$ cat config.mk
export PLATFORM = sky130hd
export DESIGN_NAME = shift_register_serializer
export DESIGN_NICKNAME = d
export VERILOG_FILES = /design/src/srs_pkg.sv /design/src/shift_register_serializer.sv /design/src/srs_front.sv /design/src/srs_queue.sv /design/src/srs_back.sv
export SDC_FILE = /design/constraint.sdc
export NUM_CORES = 1
export LEC_CHECK = 0
export BUFFER_PORTS_ARGS = -buffer_cell sky130_fd_sc_hd__buf_2
export CORE_ASPECT_RATIO = 1.1
export CORE_UTILIZATION = 40
export DETAILED_ROUTE_END_ITERATION = 8
export HOLD_SLACK_MARGIN = 0.06
export SYNTH_ARGS = -nofsm -noshare
export SYNTH_HDL_FRONTEND = slang
export SYNTH_HIERARCHICAL = 1
export SYNTH_SLANG_ARGS = --single-unit
$ cat constraint.sdc
create_clock -name clock -period 3.1 [get_ports clock]
set_input_delay 0.155 -clock clock [delete_from_list [all_inputs] [get_ports clock]]
set_output_delay 0.155 -clock clock [all_outputs]
set_load 0.05 [all_outputs]
$ cat src/srs_pkg.sv
`timescale 1ns / 1ps
package srs_pkg;
   localparam int PAT_W         = 24;
   localparam int BITS_W        = $clog2(PAT_W + 1);
   localparam int BITS_PER_CHIP = 8;
   localparam int MAX_CHIPS_DEF = 3;
   localparam int CC_W          = 2;
   localparam int QDEPTH        = 2;
   localparam int REQ_TDATA_W   = 48;
   localparam int RSP_TDATA_W   = 8;

   localparam logic [CC_W-1:0] CC_RESET = CC_W'(1);

   // one queued job: updated pattern and the number of bits to shift out
   typedef struct packed {
      logic [PAT_W-1:0]  pattern;
      logic [BITS_W-1:0] bits;
   } srs_job_type;

   typedef struct packed {
      logic full;
      logic nonempty;
   } srs_qstat_type;
endpackage

$ cat src/shift_register_serializer.sv
`timescale 1ns / 1ps
// Serialiser for a chain of eight-bit shift register chips. Each req beat is a masked
// write to a shadow pattern (mask bits pick which pins take the new level); the
// updated pattern is then sent as chips*8 rsp beats, highest chip byte first, MSB
// first, with tlast on the final bit as the storage latch strobe. The output shifter
// gives one bit per cycle unless rsp_tready stalls it; a queued next write's run
// follows with no gap. Writes are taken one per cycle into a two-deep job queue,
// so the input stalls only when that queue is full.
// The chip count (csr, reset 1, zero acts as one) applies from the next write on.
module shift_register_serializer #(
   parameter int MAX_CHIPS = srs_pkg::MAX_CHIPS_DEF
) (
   input  logic                             clock,
   input  logic                             reset,
   input  logic                             csr_wr_en,
   input  logic [srs_pkg::CC_W-1:0]         csr_wr_data,   // chip count
   input  logic                             req_tvalid,
   output logic                             req_tready,
   input  logic [srs_pkg::REQ_TDATA_W-1:0]  req_tdata,     // write_mask, write_value
   output logic                             rsp_tvalid,
   input  logic                             rsp_tready,
   output logic [srs_pkg::RSP_TDATA_W-1:0]  rsp_tdata,     // serial_data, zero pad
   output logic                             rsp_tlast      // latch_pulse
);
   import srs_pkg::*;

   logic          push, pop;
   srs_job_type   push_job, head_job;
   srs_qstat_type qstat;

   srs_front #(.MAX_CHIPS(MAX_CHIPS)) u_front (
      .clock       (clock),
      .reset       (reset),
      .csr_wr_en   (csr_wr_en),
      .csr_wr_data (csr_wr_data),
      .req_tvalid  (req_tvalid),
      .req_tready  (req_tready),
      .req_tdata   (req_tdata),
      .qstat       (qstat),
      .push        (push),
      .push_job    (push_job)
   );

   srs_queue u_queue (
      .clock    (clock),
      .reset    (reset),
      .push     (push),
      .push_job (push_job),
      .pop      (pop),
      .head_job (head_job),
      .qstat    (qstat)
   );

   srs_back u_back (
      .clock      (clock),
      .reset      (reset),
      .qstat      (qstat),
      .head_job   (head_job),
      .pop        (pop),
      .rsp_tvalid (rsp_tvalid),
      .rsp_tready (rsp_tready),
      .rsp_tdata  (rsp_tdata),
      .rsp_tlast  (rsp_tlast)
   );
endmodule

$ cat src/srs_front.sv
`timescale 1ns / 1ps
module srs_front #(
   parameter int MAX_CHIPS = srs_pkg::MAX_CHIPS_DEF
) (
   input  logic                             clock,
   input  logic                             reset,
   input  logic                             csr_wr_en,
   input  logic [srs_pkg::CC_W-1:0]         csr_wr_data,
   input  logic                             req_tvalid,
   output logic                             req_tready,
   input  logic [srs_pkg::REQ_TDATA_W-1:0]  req_tdata,
   input  srs_pkg::srs_qstat_type           qstat,
   output logic                             push,
   output srs_pkg::srs_job_type             push_job
);
   import srs_pkg::*;

   logic [CC_W-1:0]   chain_len_ff, chain_len_in;
   logic [PAT_W-1:0]  shadow_ff, shadow_in;
   logic [2:0]        chips;
   logic [BITS_W-1:0] bits;
   logic [PAT_W:0]    ones_wide;
   logic [PAT_W-1:0]  valid_bits, mask, value, updated;

   always_comb begin
      chips = (chain_len_ff == '0) ? 3'd1 : 3'(chain_len_ff);
      if (int'(chips) > MAX_CHIPS) begin
         chips = 3'(MAX_CHIPS);
      end
   end

   always_comb begin
      bits = BITS_W'(chips) * BITS_W'(BITS_PER_CHIP);
      if (int'(bits) > PAT_W) begin
         bits = BITS_W'(PAT_W);
      end
      ones_wide  = ((PAT_W+1)'(1) << bits) - (PAT_W+1)'(1);
      valid_bits = ones_wide[PAT_W-1:0];
      mask       = req_tdata[PAT_W-1:0] & valid_bits;
      value      = req_tdata[2*PAT_W-1:PAT_W];
      updated    = ((shadow_ff & ~mask) | (value & mask)) & valid_bits;
   end

   assign req_tready       = !qstat.full;
   assign push             = req_tvalid && req_tready;
   assign push_job.pattern = updated;
   assign push_job.bits    = bits;

   assign chain_len_in = csr_wr_en ? csr_wr_data : chain_len_ff;
   assign shadow_in    = push ? updated : shadow_ff;

   always_ff @(posedge clock) begin
      if (reset) begin
         chain_len_ff <= CC_RESET;
         shadow_ff    <= '0;
      end else begin
         chain_len_ff <= chain_len_in;
         shadow_ff    <= shadow_in;
      end
   end
endmodule

$ cat src/srs_queue.sv
`timescale 1ns / 1ps
module srs_queue (
   input  logic                   clock,
   input  logic                   reset,
   input  logic                   push,
   input  srs_pkg::srs_job_type   push_job,
   input  logic                   pop,
   output srs_pkg::srs_job_type   head_job,
   output srs_pkg::srs_qstat_type qstat
);
   import srs_pkg::*;

   localparam int PTR_W = (QDEPTH > 1) ? $clog2(QDEPTH) : 1;
   localparam int CNT_W = $clog2(QDEPTH + 1);

   srs_job_type      mem [QDEPTH];
   logic [PTR_W-1:0] wr_ptr_ff, wr_ptr_in, rd_ptr_ff, rd_ptr_in;
   logic [CNT_W-1:0] count_ff, count_in;

   function automatic logic [PTR_W-1:0] next_ptr(input logic [PTR_W-1:0] p);
      return (int'(p) == QDEPTH - 1) ? '0 : p + PTR_W'(1);
   endfunction

   assign qstat.full     = (int'(count_ff) == QDEPTH);
   assign qstat.nonempty = (count_ff != '0);
   assign head_job       = mem[rd_ptr_ff];

   always_comb begin
      wr_ptr_in = push ? next_ptr(wr_ptr_ff) : wr_ptr_ff;
      rd_ptr_in = pop  ? next_ptr(rd_ptr_ff) : rd_ptr_ff;
      count_in  = count_ff;
      if (push && !pop) begin
         count_in = count_ff + CNT_W'(1);
      end else if (pop && !push) begin
         count_in = count_ff - CNT_W'(1);
      end
   end

   always_ff @(posedge clock) begin
      if (push) begin
         mem[wr_ptr_ff] <= push_job;
      end
   end

   always_ff @(posedge clock) begin
      if (reset) begin
         wr_ptr_ff <= '0;
         rd_ptr_ff <= '0;
         count_ff  <= '0;
      end else begin
         wr_ptr_ff <= wr_ptr_in;
         rd_ptr_ff <= rd_ptr_in;
         count_ff  <= count_in;
      end
   end
endmodule

$ cat src/srs_back.sv
`timescale 1ns / 1ps
module srs_back (
   input  logic                             clock,
   input  logic                             reset,
   input  srs_pkg::srs_qstat_type           qstat,
   input  srs_pkg::srs_job_type             head_job,
   output logic                             pop,
   output logic                             rsp_tvalid,
   input  logic                             rsp_tready,
   output logic [srs_pkg::RSP_TDATA_W-1:0]  rsp_tdata,
   output logic                             rsp_tlast
);
   import srs_pkg::*;

   logic              active_ff, active_in;
   logic [PAT_W-1:0]  shift_ff, shift_in;
   logic [BITS_W-1:0] remain_ff, remain_in;
   logic              out_valid_ff, out_valid_in;
   logic              out_data_ff, out_data_in;
   logic              out_last_ff, out_last_in;
   logic              out_free, emit, final_bit;

   assign out_free  = !out_valid_ff || rsp_tready;
   assign emit      = active_ff && out_free;
   assign final_bit = (remain_ff == BITS_W'(1));
   // next job loads when idle or in the cycle the final beat is emitted
   assign pop       = qstat.nonempty && (!active_ff || (emit && final_bit));

   always_comb begin
      active_in    = active_ff;
      shift_in     = shift_ff;
      remain_in    = remain_ff;
      out_valid_in = out_valid_ff && !rsp_tready;
      out_data_in  = out_data_ff;
      out_last_in  = out_last_ff;
      if (emit) begin
         out_valid_in = 1'b1;
         out_data_in  = shift_ff[PAT_W-1];
         out_last_in  = final_bit;
         shift_in     = shift_ff << 1;
         remain_in    = remain_ff - BITS_W'(1);
         if (final_bit) begin
            active_in = 1'b0;
         end
      end
      if (pop) begin
         // top chip's MSB goes to the top of the shifter
         active_in = 1'b1;
         shift_in  = head_job.pattern << (BITS_W'(PAT_W) - head_job.bits);
         remain_in = head_job.bits;
      end
   end

   always_ff @(posedge clock) begin
      if (reset) begin
         active_ff    <= 1'b0;
         out_valid_ff <= 1'b0;
      end else begin
         active_ff    <= active_in;
         out_valid_ff <= out_valid_in;
      end
   end

   always_ff @(posedge clock) begin
      shift_ff    <= shift_in;
      remain_ff   <= remain_in;
      out_data_ff <= out_data_in;
      out_last_ff <= out_last_in;
   end

   assign rsp_tvalid = out_valid_ff;
   assign rsp_tdata  = {(RSP_TDATA_W-1)'(0), out_data_ff};
   assign rsp_tlast  = out_last_ff;
endmodule
==> out/summary.md <==
* number of warnings printed during yosys synthesis: 6
* required time of the worst setup path: 3260 ps
* destination of the worst register-to-register timing path: u_back/shift_ff[19]
* Die Width: 124 µm
* clock tree buffer depth: 2
* summed area of non-filler cells in the final layout: 7940 µm²
* top_reg_cell synth: sky130_fd_sc_hd__edfxtp_1
* Worst-Skew Late Latency: 420 ps
* kind of start point of the critical path: register
* pin slew with the least headroom to its limit: 703 ps
* detailed-route wire length: 14300 µm
* Setup Fix Bufs, Post-CTS: 0
* sequential cell fraction of total power: 30.9%
* remaining design rule violation count: 0
* Yosys cell types: 53
* number of clock buffers inserted by TritonCTS: 17
* Clock Sink Count: 122
* number of cells traversed by the worst hold path: 2
* met1 track demand over resource: 22.4%
* Syn Inst Count: 552
* worst hold-check path type: input port to register
* Die Outline Area: 16900 µm²
* HP Start: req_tdata[30]
* class of the most critical setup path: register to register
* average wire per cell in the routed design: 16.6 µm
* maximum number of pins on one net before global-route repair: 35
* Global Route Usage Sum: 18.2%
* total number of vias: 4617
* share of power burned in combinational logic: 45.2%
* sequential share of the synthesized area: 50.9%
* Clock transition at path regs: 50 ps
* final number of hold-violating endpoints: 0
* IR drop worst, VDD: 411 µV
* f_max: 0.355 GHz
* busiest metal layer after global routing: met2
* cell area after synthesis: 6550 µm²
* clock network power share: 23.9%
* row cnt: 48
* remaining global-route overflow: 0
* Worst Reg-to-Reg Cells: 8
* Hold Path End: u_queue/mem[0][11]
* GR met3 Demand/Resource: 4.15%
* number of enable-type register cells in the synthesized netlist: 89
* result of the run: finished clean
* net switching fraction of the power: 35.9%
* effective utilization at floorplan: 41.3%
* final net count: 705
* per-cell via count in the routed design: 5.37
* post-layout min period: 2820 ps
* headroom to the max-slew limit: 53.1%
* total internal power: 5.18 mW
* total of max-cap violations: 0
* ANT cells: 0
* arrival time at the worst endpoint: 2980 ps
* smallest hold slack: 81.0 ps
* endpoint kind of the worst setup timing path: register
* gp weighted congestion: 0.902
* floorplan core area: 15900 µm²
* power per cell area: 1020 nW/µm²
* area of placed instances: 6980 µm²
* number of H-tree levels: 4
* Layout Skew: 17.4 ps
* number of port buffers: 58
* number of nets with antenna violations after routing: 0
* LEAKAGE: 3.03 nW
* first-pass GRT wire length: 23200 µm
* Final period util: 90.9%
* Die Span Y: 136 µm
* sum of net half-perimeters after detailed placement: 9870 µm
* register-to-register setup slack: 280 ps
* area overhead of the layout relative to synthesis: 21.2%
* antenna violations before repair: 0
* number of max-slew violations in the final report: 0
* CP max FO: 23
* ys async rst share: 0%
* global routing met2 resource utilization: 30.2%
* number of top-level pins: 66
* TritonCTS clock tree: built
* first-pass iteration count of the detailed router: 6
* root buffer cell: sky130_fd_sc_hd__clkbuf_16
* 1st-iter DRT viols: 209
* vias in the first global route: 4645
* total of endpoints with negative setup slack in the final report: 0
* unrepaired setup endpoints after global routing: no
* Setup Total Neg Slack: 0 ps
* power spent charging and discharging nets: 2.90 mW
* post-synthesis average cell area: 11.9 µm²
* number of synthesized register bits: 122
* share of cells above drive strength 1: 27.3%
==> repair_timing <==
item                      4_1_cts  5_1_grt
hold buffers                   37        0
gates resized for setup         0        0
hold endpoints to repair       19        0
==> worst max-delay path, cell delays in order, from the launching register on <==
cell,delay (ps)
sky130_fd_sc_hd__dfxtp_1,380
sky130_fd_sc_hd__buf_4,320
sky130_fd_sc_hd__mux2_2,410
sky130_fd_sc_hd__nor4_1,310
sky130_fd_sc_hd__or2_1,150
sky130_fd_sc_hd__buf_4,250
sky130_fd_sc_hd__mux2i_1,300
sky130_fd_sc_hd__mux2i_1,110
sky130_fd_sc_hd__a221o_1,330
==> synth_stat cells, types with 2 or more instances <==
| cell type | n | area, µm² |
|---|---|---|
| sky130_fd_sc_hd__and3_1 | 2 | 12.5 |
| sky130_fd_sc_hd__nor3_1 | 11 | 55.1 |
| sky130_fd_sc_hd__o41ai_1 | 3 | 26.3 |
| sky130_fd_sc_hd__xnor2_1 | 4 | 35.0 |
| sky130_fd_sc_hd__buf_2 | 16 | 80.1 |
| sky130_fd_sc_hd__conb_1 | 2 | 7.51 |
| sky130_fd_sc_hd__o31ai_1 | 8 | 60.1 |
| sky130_fd_sc_hd__ha_1 | 4 | 50.1 |
| sky130_fd_sc_hd__o21ai_0 | 21 | 105 |
| sky130_fd_sc_hd__nor2_1 | 50 | 188 |
| sky130_fd_sc_hd__nand3b_1 | 8 | 60.1 |
| sky130_fd_sc_hd__buf_4 | 14 | 105 |
| sky130_fd_sc_hd__nor4_1 | 4 | 25.0 |
| sky130_fd_sc_hd__o211a_1 | 2 | 20.0 |
| sky130_fd_sc_hd__a22o_1 | 2 | 17.5 |
| sky130_fd_sc_hd__or3_1 | 2 | 12.5 |
| sky130_fd_sc_hd__and2_1 | 3 | 18.8 |
| sky130_fd_sc_hd__nor2b_1 | 13 | 81.3 |
| sky130_fd_sc_hd__or2_2 | 3 | 18.8 |
| sky130_fd_sc_hd__edfxtp_1 | 89 | 2670 |
| sky130_fd_sc_hd__inv_1 | 14 | 52.6 |
| sky130_fd_sc_hd__nand3_1 | 6 | 30.0 |
| sky130_fd_sc_hd__buf_6 | 6 | 67.6 |
| sky130_fd_sc_hd__mux2_2 | 43 | 484 |
| sky130_fd_sc_hd__buf_8 | 2 | 30.0 |
| sky130_fd_sc_hd__dfxtp_1 | 33 | 661 |
| sky130_fd_sc_hd__a32o_1 | 2 | 20.0 |
| sky130_fd_sc_hd__a21oi_1 | 25 | 125 |
| sky130_fd_sc_hd__a31oi_1 | 10 | 62.6 |
| sky130_fd_sc_hd__o211ai_1 | 2 | 15.0 |
| sky130_fd_sc_hd__xor2_1 | 5 | 43.8 |
| sky130_fd_sc_hd__mux2i_1 | 30 | 300 |
| sky130_fd_sc_hd__nand4_1 | 19 | 119 |
| sky130_fd_sc_hd__and3b_1 | 9 | 78.8 |
| sky130_fd_sc_hd__clkbuf_1 | 9 | 33.8 |
| sky130_fd_sc_hd__nand2_1 | 37 | 139 |
| sky130_fd_sc_hd__nor3_2 | 4 | 40.0 |
| sky130_fd_sc_hd__mux4_2 | 20 | 450 |
==> cells in the final DEF, fill, tap and decap left out, drive strengths merged, types with 13 or more instances in the layout <==
cell type,n
a21oi,25
buf,77
clkbuf,27
dfxtp,33
dlygate4sd3,37
edfxtp,89
inv,15
mux2,43
mux2i,30
mux4,21
nand2,37
nand4,19
nor2,50
nor2b,13
nor3,15
o21ai,22
==> area by class of cell <==
class / count / area (µm²)
well taps: 200 / 250
clock buffers: 27 / 536
repair buffers: 114 / 828
clock inverters: 5 / 55.1
inverters: 15 / 61.3
multi-input cells: 376 / 2880
flip-flops and latches: 122 / 3330
fillers: 1452 / 7910
==> how the worst max path moves through the flow <==
stage,end,depth (start not counted),slack [ps]
after floorplan,u_back/shift_ff[22],13,0.6
after global placement,u_back/shift_ff[16],8,370
after CTS,u_back/shift_ff[19],8,260
after global routing,u_back/shift_ff[19],8,130
after detailed placement,u_back/shift_ff[19],8,250
final,u_back/shift_ff[19],8,280
==> sequential cells by signal, summed over array words and instances, names as in the netlist, 2 cells and up, named ones only <==
name and count:
u_back/remain_ff 5, u_front/chain_len_ff 2, u_queue/mem 58, u_back/shift_ff 24
u_queue/count_ff 2, u_front/shadow_ff 24
==> metrics by stage <==
| stage | instances | setup slack (ps) | utilization [%] | power, mW |
|---|---|---|---|---|
| final | 859 | 281 | 50.1 | 8.08 |
| after global placement | 790 | 367 | 44.0 | 6.07 |
| after CTS | 859 | 258 | 50.1 | 8.13 |
| after global routing | 859 | 127 | 50.1 | 8.55 |
| after detailed placement | 790 | 252 | 44.0 | 6.14 |
| after floorplan | 560 | 0.605 | - | 5.25 |
==> cell families (layout without fill, tap and decap cells) <==
family                     Yosys count  in the layout  share of synthesized area [%]
AOI/OAI and AO/OA                   83             83                           7.91
buffers and inverters               62            161                           5.77
muxes                               94             94                           19.3
adders and majority gates            4              4                          0.764
other                                2             10                          0.115
and+or+nand+nor                    176            176                           14.1
xor gates and xnor gates             9              9                           1.20
DFF                                122            122                           50.9
==> power groups by stage <==
| stage | clock [mW] | combinational (mW) | sequential, mW |
|---|---|---|---|
| floorplan | 0 | 2.76 | 2.49 |
| global placement | 0 | 3.56 | 2.51 |
| detailed placement | 0 | 3.60 | 2.53 |
| CTS | 1.97 | 3.65 | 2.51 |
| global route | 2.04 | 3.96 | 2.55 |
| finish | 1.93 | 3.66 | 2.50 |
==> metal layers <==
layer	routed length (µm)	up-vias
met3	426	26
li1	-	2249
met5	0	-
met2	7080	108
met1	6430	2234
met4	350	0
Note: power is estimated with default switching activity, not from simulation.
